<file path="src/design/fvn_pkg.sv">
package fvn_pkg;

  // field and datapath widths
  localparam int POS_W    = 24;
  localparam int SHIFT_W  = 14;
  localparam int BAND_W   = 3;
  localparam int P_W      = 25;   // shifted coordinate
  localparam int PP_W     = 49;   // coordinate times base scale
  localparam int SX_W     = 57;   // scaled coordinate after octave shift
  localparam int MA_W     = 25;   // multiplier operand A
  localparam int MW_W     = 17;   // multiplier weight operand
  localparam int PROD_W   = MA_W + MW_W;
  localparam int ACC_W    = 64;
  localparam int R1_W     = 24;   // byte lerped along x
  localparam int R2_W     = 40;   // then along y
  localparam int R2_LO_W  = 25;
  localparam int SUM_W    = 60;
  localparam int T_W      = 28;
  localparam int DIFF_W   = 32;
  localparam int DEN_W    = 14;
  localparam int NOISE_W  = 16;
  localparam int TBL_AW   = 16;
  localparam int TBL_DW   = 8;
  localparam int TBL_DEPTH = 1 << TBL_AW;
  localparam int DEF_TABLE_SIDE = 256;

  // 0.002 as a 0.32 fraction, split for the 17-bit weight port
  localparam logic [MW_W-1:0] SCALE_LO = 17'd4719;
  localparam logic [MW_W-1:0] SCALE_HI = 17'd131;
  localparam logic [MW_W-1:0] ONE_FRAC = 17'd65536;

  localparam logic [DIFF_W-1:0] BIAS_UNIT = 32'd66584576;
  localparam logic [DEN_W-1:0]  DEN_UNIT  = 14'd1270;

  localparam logic [SHIFT_W-1:0] SHIFT_X_RST = 14'd397;
  localparam logic [SHIFT_W-1:0] SHIFT_Y_RST = 14'd499;
  localparam logic [SHIFT_W-1:0] SHIFT_Z_RST = 14'd541;

  localparam logic [1:0] REG_SHIFT_X = 2'd0;
  localparam logic [1:0] REG_SHIFT_Y = 2'd1;
  localparam logic [1:0] REG_SHIFT_Z = 2'd2;

  localparam logic [4:0] STEP_COORD_LAST = 5'd5;
  localparam logic [4:0] STEP_OCT_FIRST  = 5'd6;
  localparam logic [4:0] STEP_OCT_LAST   = 5'd23;
  localparam logic [3:0] K_END           = 4'd9;
  localparam logic [3:0] RD_LAST         = 4'd8;
  localparam logic [3:0] DIV_LAST        = 4'd15;

  typedef enum logic [1:0] {OP_WRITE, OP_POINT, OP_FRACTAL} op_e;

  typedef enum logic [3:0] {
    S_IDLE, S_POINT, S_COORD, S_SEEK, S_READ, S_MATH,
    S_FINAL, S_CLAMP, S_DIV, S_DONE
  } state_e;

  typedef enum logic [2:0] {A_PX, A_PY, A_PZ, A_BYTE, A_R1, A_R2LO, A_R2HI} a_sel_e;
  typedef enum logic [2:0] {W_CLO, W_CHI, W_FX0, W_FX1, W_FY0, W_FY1, W_FZ0, W_FZ1} w_sel_e;
  typedef enum logic [2:0] {D_ACC, D_PX, D_PY, D_PZ, D_R1, D_R2, D_SUM} dst_e;
  typedef enum logic [1:0] {SH_0, SH_16, SH_25} sh_e;

  typedef struct packed {
    logic [1:0]         op;
    logic [POS_W-1:0]   pos_x;
    logic [POS_W-1:0]   pos_y;
    logic [POS_W-1:0]   pos_z;
    logic [BAND_W-1:0]  freq_bands;
    logic [TBL_AW-1:0]  table_index;
    logic [TBL_DW-1:0]  table_byte;
  } in_word_t;

  typedef struct packed {
    logic [NOISE_W-1:0] noise_value;
    logic [TBL_DW-1:0]  sample_byte;
  } out_word_t;

  typedef struct packed {
    logic              en;
    logic              we;
    logic [TBL_AW-1:0] addr;
    logic [TBL_DW-1:0] wdata;
  } tbl_req_t;

  typedef struct packed {
    logic       valid;
    a_sel_e     asel;
    logic [2:0] idx;
    w_sel_e     wsel;
    dst_e       dst;
    logic [1:0] didx;
    sh_e        sh;
  } uop_t;

  // microprogram: coordinate scaling, then one octave of lerps
  function automatic uop_t uop_of(input logic [4:0] step);
    uop_t u;
    logic [4:0] i;
    u = '0;
    i = 5'd0;
    case (step)
      5'd0, 5'd1, 5'd2, 5'd3, 5'd4, 5'd5: begin
        u.valid = 1'b1;
        u.asel  = (step < 5'd2) ? A_PX : (step < 5'd4) ? A_PY : A_PZ;
        u.wsel  = step[0] ? W_CHI : W_CLO;
        u.dst   = !step[0] ? D_ACC : (step < 5'd2) ? D_PX : (step < 5'd4) ? D_PY : D_PZ;
        u.sh    = step[0] ? SH_16 : SH_0;
      end
      5'd6, 5'd7, 5'd8, 5'd9, 5'd10, 5'd11, 5'd12, 5'd13: begin
        i = step - 5'd6;
        u.valid = 1'b1;
        u.asel  = A_BYTE;
        u.idx   = i[2:0];
        u.wsel  = i[0] ? W_FX1 : W_FX0;
        u.dst   = i[0] ? D_R1 : D_ACC;
        u.didx  = i[2:1];
        u.sh    = SH_0;
      end
      5'd15, 5'd16, 5'd17, 5'd18: begin
        i = step - 5'd15;
        u.valid = 1'b1;
        u.asel  = A_R1;
        u.idx   = {1'b0, i[1:0]};
        u.wsel  = i[0] ? W_FY1 : W_FY0;
        u.dst   = i[0] ? D_R2 : D_ACC;
        u.didx  = {1'b0, i[1]};
        u.sh    = SH_0;
      end
      5'd20, 5'd21, 5'd22, 5'd23: begin
        i = step - 5'd20;
        u.valid = 1'b1;
        u.asel  = i[0] ? A_R2HI : A_R2LO;
        u.idx   = {2'b00, i[1]};
        u.wsel  = i[1] ? W_FZ1 : W_FZ0;
        u.dst   = D_SUM;
        u.sh    = i[0] ? SH_25 : SH_0;
      end
      default: u = '0;
    endcase
    return u;
  endfunction

endpackage

</file>
<file path="src/design/fvn_mul.sv">
module fvn_mul (
  input  logic                       clk_i,
  input  logic [fvn_pkg::MA_W-1:0]   a_i,
  input  logic [fvn_pkg::MW_W-1:0]   w_i,
  output logic [fvn_pkg::PROD_W-1:0] prod_o
);
  import fvn_pkg::*;

  logic [PROD_W-1:0] prod_q;

  always_ff @(posedge clk_i) begin
    prod_q <= PROD_W'(a_i) * PROD_W'(w_i);
  end

  assign prod_o = prod_q;

endmodule

</file>
<file path="config.mk">
export PLATFORM = sky130hd
export DESIGN_NAME = fvn_mul
export DESIGN_NICKNAME = d
export VERILOG_FILES = /design/src/design/fvn_pkg.sv /design/src/design/fvn_mul.sv
export SDC_FILE = /design/constraint.sdc
export NUM_CORES = 1
export LEC_CHECK = 0
export BUFFER_PORTS_ARGS = -buffer_cell sky130_fd_sc_hd__buf_2
export CORE_MARGIN = 3
export CORE_UTILIZATION = 50
export CTS_CLUSTER_DIAMETER = 30
export DETAILED_ROUTE_END_ITERATION = 16
export MAX_ROUTING_LAYER = met4
export PLACE_DENSITY = 0.7
export SYNTH_ARGS = -nofsm -noshare
export SYNTH_HDL_FRONTEND = slang
export SYNTH_SLANG_ARGS = --single-unit
</file>
<file path="constraint.sdc">
create_clock -name clk_i -period 7.35 [get_ports clk_i]
set_clock_uncertainty 0.1 [all_clocks]
set_input_delay 1.1025 -clock clk_i [delete_from_list [all_inputs] [get_ports clk_i]]
set_output_delay 1.1025 -clock clk_i [all_outputs]
set_load 0.05 [all_outputs]
</file>
==> results of run 1 <==
synthesized netlist by cell type, types with 3 or more instances:
cell / number / area (µm²)
ha_1: 116 / 1450
o21a_1: 4 / 30.0
clkbuf_1: 70 / 263
o21ai_0: 19 / 95.1
o2111ai_1: 3 / 26.3
and3_1: 6 / 37.5
nand4_1: 4 / 25.0
a21oi_1: 38 / 190
xor2_1: 13 / 114
nor2_1: 12 / 45.0
nand3_1: 13 / 65.1
and2_1: 174 / 1090
nor3_1: 4 / 20.0
inv_1: 430 / 1610
o211ai_1: 3 / 22.5
nand2_1: 271 / 1020
o31ai_1: 3 / 22.5
o21bai_1: 6 / 45.0
xnor2_1: 25 / 219
a21o_1: 11 / 82.6
a31oi_1: 8 / 50.1
fa_1: 344 / 6890
nor2b_1: 4 / 25.0
and4_1: 3 / 26.3
dfxtp_1: 42 / 841
final cells by class:
type / count / area [µm²] / share of cell area
clock buffers: 5 / 125 / 0.00801
clock inverters: 3 / 23.8 / 0.00152
inverters: 430 / 1610 / 0.103
multi-input cells: 1114 / 11800 / 0.758
flip-flops and latches: 42 / 841 / 0.0538
well taps: 378 / 473 / 0.0303
repair buffers: 121 / 698 / 0.0447
worst min-delay path by stage:
stage                     cells past startpoint        end  slack [ns]
after floorplan                               1  prod_o[0]        1.12
after global placement                        2  prod_o[0]        1.42
after detailed placement                      2  prod_o[0]        1.43
after CTS                                     2  prod_o[0]        1.12
after global routing                          2  prod_o[0]        1.12
final                                         2  prod_o[0]        1.12
cells by family after synthesis:
kind of cell / after synthesis / synth area share
AND/OR/NAND/NOR: 505 / 0.168
buffers and inverters: 502 / 0.130
adder cells (fa/ha/maj): 460 / 0.572
AO/OA/AOI/OAI: 110 / 0.0492
flip-flops: 42 / 0.0577
XOR/XNOR: 38 / 0.0228
multiplexers: 1 / 0.000686
through the flow:
step                      setup slack, ns  instance area (µm²)  cells  utilization
final                               0.401                15600   2093        0.553
after global routing               0.0246                15600   2093        0.553
after CTS                           0.398                15600   2093        0.553
after detailed placement            0.101                15500   2085        0.548
after global placement              0.143                15500   2085        0.548
after floorplan                     0.453                14600   1658            -
routing by layer:
layer / routed length [µm] / global-route usage
met1: 12900 / 0.286
met2: 19300 / 0.448
met3: 1590 / 0.0202
met4: 1050 / 0.0612
met5: 0 / -
==> reports/results.tsv, run 1 <==
stage	metric	value	unit
outcome	status	completed	
finish	commonest cells after routing, fill and taps aside	inv_1 (430), fa_1 (344), nand2_1 (271), and2_1 (174), ha_1 (116)	
die	DIE AREA	31300	µm²
synth	asr flop ratio synth	0	
clocking	PostCTS Resize Cnt	0	
clocking	CTS buffer count	5	
worst_hold_path	Hold Path Class	in -> reg	
grt	initial antenna violation count	0	
synth	FF+latch count, synth	42	
grt	number of global-route vias before repair	11579	
timing	Slew Viols, Final	0	
placed_design	gpl congestion	0.901	
die	core area	28200	µm²
die	Die H	177	µm
finish	NumNets Final	2217	
timing	Final Hold Vio Count	0	
setup_path	crit path launch type	primary input	
synth	Syn Area/Cell	8.80	µm²
grt	GRT Residual Overflow	0	
grt	wire length of the first global-routing pass	58000	µm
clocking	Reg clk slew, reported paths	0.07	ns
clocking	H-tree levels	2	
timing	setup TNS	0	ns
clocking	postcts setup bufs	0	
die	Die Wd	177	µm
synth	Syn Inst Count	1658	
detailed_routing	vias per cell	5.20	
detailed_routing	Routed Antenna Nets	0	
finish	FILL cells	2658	
synth	sequential area share after synthesis	0.0577	
clocking	cts hold-fix bufs	0	
finish	most common cell after layout, fill and taps aside	inv_1	
setup_path	Worst Path Max Fanout	14	
timing	Slew headroom	0.653	
worst_hold_path	hold path startpoint	a_i[0]	
setup_path	CP required	7.41	ns
setup_path	Critical Path Sink	prod_o[38]	
setup_path	WP depth	21	
synth	Synth cell types	51	
die	Boundary Pins	85	
timing	Final setup viols	0	
timing	crit path time final	6.95	ns
timing	Max Freq	144	MHz
timing	RSZ-0062 raised after global routing	no	
setup_path	Crit Path Category	in -> reg	
synth	number of synthesized flops with an enable pin	0	
setup_path	CP delay by family, top	adder cells	
synth	area of the mapped netlist	14600	µm²
placed_design	Final HPWL DP	30300	µm
detailed_routing	DRT iter0 DRCs	566	
die	# rows	61	
finish	antenna cells	0	
die	Starting Density	0.516	
timing	Hold WS	1.12	ns
setup_path	Setup crit start	w_i[8]	
grt	Total GRT Usage	0.242	
finish	Area growth syn-to-layout	7.14	%
finish	share of cells above drive strength 1	0.0805	
grt	largest net degree at the start of global routing	26	
detailed_routing	WL/cell	16.7	µm
setup_path	worst path cell trace	buf_2, buf_4, nand2_1, fa_1, inv_1, fa_1, fa_1, fa_1, fa_1, inv_1, fa_1, inv_1, ha_1, and3_1, and3_1, and4_1, o211a_1, o31ai_1, a21oi_1, mux2i_1, o2111ai_1	
clocking	clock sinks	42	
setup_path	crit end category	flip-flop	
clocking	TritonCTS clock tree	yes	
synth	syn nets	2161	
synth	Synth Flop Type	dfxtp_1	
setup_path	CP dominant cell by count	fa_1	
timing	Least-Margin Pin Slew	0.521	ns
run	Max Cap Viol	0	
detailed_routing	vias	10875	
detailed_routing	residual DRC count	0	
timing	Final period util	0.945	
setup_path	Slowest cell on crit path	fa_1	
finish	max FFs per register	42	
placed_design	Buffers on Ports	84	
clocking	CTS root buffer	clkbuf_16	
detailed_routing	final wirelength	34900	µm
clocking	clock tree buffer depth	2	
detailed_routing	TritonRoute pass-1 iters	5	
setup_path	Critical Path AT	7.01	ns
setup_path	Critical path buffers and inverters	5	
setup_path	Worst path max stage delay	0.59	ns
synth	yosys warns	0	
Power of run 1 is not shown: default switching activity piles up to over one toggle a cycle in this logic, so the estimate is an artifact.
==> inputs of run 2 (changes only) <==
- ABC_AREA: unset -> 1
- CELL_PAD_IN_SITES_DETAIL_PLACEMENT: unset -> 0
- CELL_PAD_IN_SITES_GLOBAL_PLACEMENT: unset -> 2
- CORE_UTILIZATION: 50 -> 34
- PLACE_DENSITY: 0.7 -> unset
- PLACE_DENSITY_LB_ADDON: unset -> 0.1
==> reports/results.tsv, run 2 <==
stage	metric	value	unit	change
die	Boundary Pins	85		unchanged
finish	FILL cells	4934		+86%
setup_path	worst path cell trace	buf_2, nand2_1, fa_1, inv_1, fa_1, inv_1, fa_1, inv_1, fa_1, fa_1, inv_1, fa_1, inv_1, ha_1, nand2_1, nor2_2, inv_1, nor2_1, nand3_1, nand3_2, nand2_1, nand3_1, nand2_1		
die	Starting Density	0.345		-0.171
finish	Area growth syn-to-layout	6.84	%	
finish	share of cells above drive strength 1	0.0684		-0.0121
grt	Total GRT Usage	0.208		-0.0345
die	# rows	78		+28%
synth	FF+latch count, synth	42		unchanged
detailed_routing	vias	12072		+11%
worst_hold_path	Worst Hold End	prod_o[0]		
clocking	cts hold-fix bufs	0		unchanged
detailed_routing	DRT iter0 DRCs	644		+14%
worst_hold_path	Hold Path Stages	3		+1
synth	Synth cell types	27		-47%
detailed_routing	final wirelength	46900	µm	+34%
detailed_routing	Routed Antenna Nets	0		unchanged
clocking	H-tree levels	2		unchanged
worst_hold_path	hold path startpoint	w_i[0]		
placed_design	Final HPWL DP	39600	µm	+31%
synth	Synth top cells by count	inv_1 (697), nand2_1 (641), fa_1 (344)		
timing	setup TNS	0	ns	unchanged
finish	most common cell after layout, fill and taps aside	inv_1		
clocking	CTS buffer count	5		unchanged
setup_path	Worst path max stage delay	0.55	ns	-0.04 ns
timing	RSZ-0062 raised after global routing	no		
clocking	clock tree buffer depth	2		unchanged
setup_path	Slowest cell on crit path	fa_1		
timing	crit path time final	6.61	ns	-0.338 ns
die	core area	45500	µm²	+61%
clocking	clock sinks	42		unchanged
finish	commonest cells after routing, fill and taps aside	inv_1 (697), nand2_1 (641), fa_1 (344), ha_1 (116), buf_2 (84)		
synth	area of the mapped netlist	15700	µm²	+7.6%
setup_path	Crit Path Category	in -> reg		
timing	Final Hold Vio Count	0		unchanged
timing	Slew headroom	0.549		-0.104
outcome	status	completed		
placed_design	worst slack at placement	0.409	ns	+0.308 ns
finish	NumNets Final	2651		+20%
timing	Final period util	0.899		-0.0460
timing	Hold WS	1.19	ns	+0.0675 ns
grt	number of global-route vias before repair	13027		+13%
synth	yosys warns	0		unchanged
synth	Yosys top cell by area	fa_1		
setup_path	Worst Path Max Fanout	25		+11
grt	GRT Residual Overflow	0		unchanged
synth	number of synthesized flops with an enable pin	0		unchanged
grt	wire length of the first global-routing pass	75200	µm	+30%
setup_path	Critical Path AT	6.69	ns	-0.32 ns
clocking	TritonCTS clock tree	yes		
setup_path	CP required	7.43	ns	+0.02 ns
synth	syn nets	2643		+22%
die	Die Wd	221	µm	+25%
die	Die H	221	µm	+25%
clocking	CTS root buffer	clkbuf_16		
synth	Syn Area/Cell	7.33	µm²	-17%
clocking	Reg clk slew, reported paths	0.06	ns	about the same
detailed_routing	WL/cell	17.0	µm	+2.2%
grt	initial antenna violation count	1		+1
timing	Final setup viols	0		unchanged
setup_path	Critical path buffers and inverters	7		+2
clocking	postcts setup bufs	0		unchanged
detailed_routing	vias per cell	4.39		-16%
timing	Least-Margin Pin Slew	0.677	ns	+0.156 ns
clocking	PostCTS Resize Cnt	0		unchanged
synth	top cell type's share of synthesized area	0.439		-0.0332
synth	sequential area share after synthesis	0.0536		-0.00406
run	Max Cap Viol	0		unchanged
timing	Slew Viols, Final	0		unchanged
setup_path	CP delay by family, top	adder cells		
placed_design	Buffers on Ports	84		unchanged
placed_design	gpl congestion	0.837		-7.0%
timing	post-route worst setup slack	0.739	ns	+0.338 ns
die	DIE AREA	48800	µm²	+56%
detailed_routing	residual DRC count	0		unchanged
synth	synth top area cells	fa_1 (44%), inv_1 (17%), nand2_1 (15%), ha_1 (9.3%), dfxtp_1 (5.4%)		
synth	count leader, synth	inv_1		
detailed_routing	TritonRoute pass-1 iters	7		+2
synth	Synth Flop Type	dfxtp_1		
finish	max FFs per register	42		unchanged
worst_hold_path	Hold Path Class	in -> reg		
setup_path	crit path launch type	primary input		
synth	asr flop ratio synth	0		unchanged
setup_path	crit end category	flip-flop		
timing	Max Freq	151	MHz	+5.1%
grt	largest net degree at the start of global routing	26		unchanged
synth	Syn Inst Count	2140		+29%
run 2: cell count changes after synthesis, moves of 7 or more:
| cell | change |
|---|---|
| nor3_1 | +7 |
| inv_1 | +267 |
| nand2_2 | +16 |
| nor2_1 | +38 |
| nor2_2 | +10 |
| a21oi_1 | -8 |
| xnor2_1 | -20 |
| clkbuf_1 | +31 |
| a21o_1 | -10 |
| and2_1 | -173 |
| nand3_1 | +9 |
| nand2_1 | +370 |
run 2: layout make-up:
type	instances	area [µm²]	area share
well taps	600	751	0.0448
flip-flops and latches	42	841	0.0502
inverters	702	2640	0.157
clock buffers	6	129	0.00769
diodes	1	2.50	0.000149
multi-input cells	1295	11800	0.706
clock inverters	2	13.8	0.000821
repair buffers	102	556	0.0331
run 2: cell families (layout without fill, tap and decap cells):
kind of cell / Yosys count / in the layout / synth area share
DFF: 42 / 42 / 0.0536
other: 0 / 1 / 0
AOI/OAI and AO/OA: 50 / 50 / 0.0168
buffers and inverters: 803 / 812 / 0.192
adders and majority gates: 460 / 460 / 0.532
xor gates and xnor gates: 23 / 23 / 0.0128
and+or+nand+nor: 762 / 762 / 0.193
run 2: worst max-delay path by stage:
stage | depth (start not counted) | to | slack, ns | start
2_1_floorplan | 25 | prod_o[38] | 1.11 | a_i[14]
3_3_place_gp | 22 | prod_o[41] | 0.41 | w_i[3]
3_5_place_dp | 22 | prod_o[41] | 0.41 | w_i[3]
4_1_cts | 22 | prod_o[41] | 0.71 | w_i[3]
5_1_grt | 24 | prod_o[41] | 0.38 | w_i[3]
6_report | 23 | prod_o[41] | 0.74 | w_i[3]
run 2: layer usage:
metal,vias to the layer above,GRT usage,part of all wire
met5,-,-,0
met4,0,0.0128,0.0033
met3,8,0.0126,0.026
met2,142,0.345,0.48
met1,6059,0.295,0.49
li1,5863,-,-
run 2: through the flow:
stage / cell area (µm²) / cells / util
floorplan: 15700 / 2140 / -
global placement: 16600 / 2741 / 0.365
detailed placement: 16600 / 2741 / 0.365
CTS: 16800 / 2749 / 0.368
global route: 16800 / 2750 / 0.368
finish: 16800 / 2750 / 0.368
Power of run 2 is left out for the same reason.
==> inputs of run 3 (changes only) <==
- CORE_UTILIZATION: 34 -> 41
- clock period: 7.35 -> 8.3 ns (I/O delays scaled with it)
==> reports/results.tsv, run 3 (synthesis gave the netlist of run 2 again) <==
stage	metric	value	unit	change
die	core area	37700	µm²	-17%
finish	antenna cells	0		-1
die	# rows	71		-9.0%
die	DIE AREA	40600	µm²	-17%
timing	Final setup viols	0		unchanged
setup_path	Worst path max stage delay	0.57	ns	+0.02 ns
timing	Max Freq	149	MHz	
grt	largest net degree at the start of global routing	26		unchanged
setup_path	crit path launch type	primary input		
detailed_routing	TritonRoute pass-1 iters	6		-1
detailed_routing	Routed Antenna Nets	0		unchanged
timing	Final Hold Vio Count	0		unchanged
setup_path	worst path cell trace	buf_2, nand2_1, fa_1, inv_1, fa_1, inv_1, fa_1, inv_1, fa_1, fa_1, inv_1, fa_1, inv_1, ha_1, nand2_1, nor2_2, inv_1, nor2_1, nand3_1, nand3_2, xor2_1		
finish	most common cell after layout, fill and taps aside	inv_1		
finish	Area growth syn-to-layout	5.30	%	
timing	Slew Viols, Final	0		unchanged
setup_path	Critical Path AT	6.79	ns	+0.10 ns
setup_path	CP required	8.38	ns	+0.95 ns
detailed_routing	vias per cell	4.57		+4.0%
clocking	TritonCTS clock tree	yes		
grt	initial antenna violation count	0		-1
clocking	clock sinks	42		unchanged
setup_path	CP delay by family, top	adder cells		
detailed_routing	WL/cell	16.3	µm	-4.1%
finish	commonest cells after routing, fill and taps aside	inv_1 (697), nand2_1 (641), fa_1 (344), ha_1 (116), buf_2 (84)		
finish	Post-Layout Cell Count	2642		-3.9%
clocking	CTS root buffer	clkbuf_16		
timing	Final period util	0.809		
timing	RSZ-0062 raised after global routing	no		
worst_hold_path	Hold Path Class	in -> reg		
timing	post-route worst setup slack	1.58	ns	+0.844 ns
placed_design	gpl congestion	0.853		+1.9%
grt	number of global-route vias before repair	13016		-0.084%
placed_design	Final HPWL DP	35700	µm	-10%
die	Die Wd	202	µm	-8.7%
timing	setup TNS	0	ns	unchanged
setup_path	crit end category	flip-flop		
detailed_routing	residual DRC count	0		unchanged
placed_design	worst slack at placement	1.28	ns	+0.876 ns
timing	crit path time final	6.72	ns	
run	Max Cap Viol	0		unchanged
outcome	status	completed		
clocking	CTS buffer count	5		unchanged
die	Die H	202	µm	-8.7%
grt	wire length of the first global-routing pass	71700	µm	-4.7%
grt	Total GRT Usage	0.230		+0.0219
clocking	postcts setup bufs	0		unchanged
setup_path	Crit Path Category	in -> reg		
grt	GRT Residual Overflow	0		unchanged
clocking	Reg clk slew, reported paths	0.06	ns	about the same
timing	Slew headroom	0.475		-0.0739
placed_design	Post-DP Area	16400	µm²	-1.5%
clocking	H-tree levels	2		unchanged
die	Starting Density	0.416		+0.0715
placed_design	Buffers on Ports	84		unchanged
timing	Least-Margin Pin Slew	0.788	ns	+0.111 ns
detailed_routing	DRT iter0 DRCs	666		+3.4%
setup_path	Slowest cell on crit path	fa_1		
finish	post-route cell area	16500	µm²	-1.4%
detailed_routing	final wirelength	43200	µm	-7.9%
placed_design	dpl cells	2634		-3.9%
finish	max FFs per register	42		unchanged
finish	share of cells above drive strength 1	0.0610		-0.00740
finish	NumNets Final	2633		-0.68%
clocking	PostCTS Resize Cnt	0		unchanged
detailed_routing	vias	12063		-0.075%
setup_path	Critical path buffers and inverters	7		unchanged
setup_path	Worst Path Max Fanout	25		unchanged
clocking	clock tree buffer depth	2		unchanged
clocking	cts hold-fix bufs	0		unchanged
die	Boundary Pins	85		unchanged
==> run 3: cell types whose count changed in the layout (fill, tap and decap cells not counted) <==
cell        previous run  this run
buf_4                 18         0
clkbuf_1               1         0
clkbuf_8               0         1
clkinv_4               1         0
clkinvlp_4             0         1
diode_2                1         0
==> run 3: worst min-delay path: stages <==
cell     delay (ns)
buf_2          0.24
nand2_1        0.12
inv_1          0.04
==> run 3: worst paths after layout <==
check	endpoint	from	slack [ns]	cells after the start
worst max-delay path	prod_o[25]	w_i[2]	1.58	21
worst min-delay path	prod_o[0]	a_i[0]	1.31	3
==> run 3: metrics by stage <==
step	utilization	hold WS (ns)
6_report	0.439	1.31
5_1_grt	0.439	1.33
4_1_cts	0.439	1.30
3_5_place_dp	0.435	1.60
3_3_place_gp	0.435	1.60
2_1_floorplan	-	1.42
==> run 3: cell type report <==
| cell class | count | area (µm²) |
|---|---|---|
| inverters | 702 | 2640 |
| clock buffers | 6 | 139 |
| multi-input cells | 1295 | 11800 |
| flip-flops and latches | 42 | 841 |
| fillers | 4128 | 21100 |
| clock inverters | 2 | 12.5 |
| well taps | 511 | 639 |
| repair buffers | 84 | 420 |
==> run 3: per-layer routing <==
metal	track usage	up-vias	wire (µm)
met5	-	-	0
met4	0.0262	0	508
met3	0.0205	34	1730
met2	0.365	228	20000
met1	0.334	5978	20900
li1	-	5823	-
Power of run 3 is left out for the same reason.
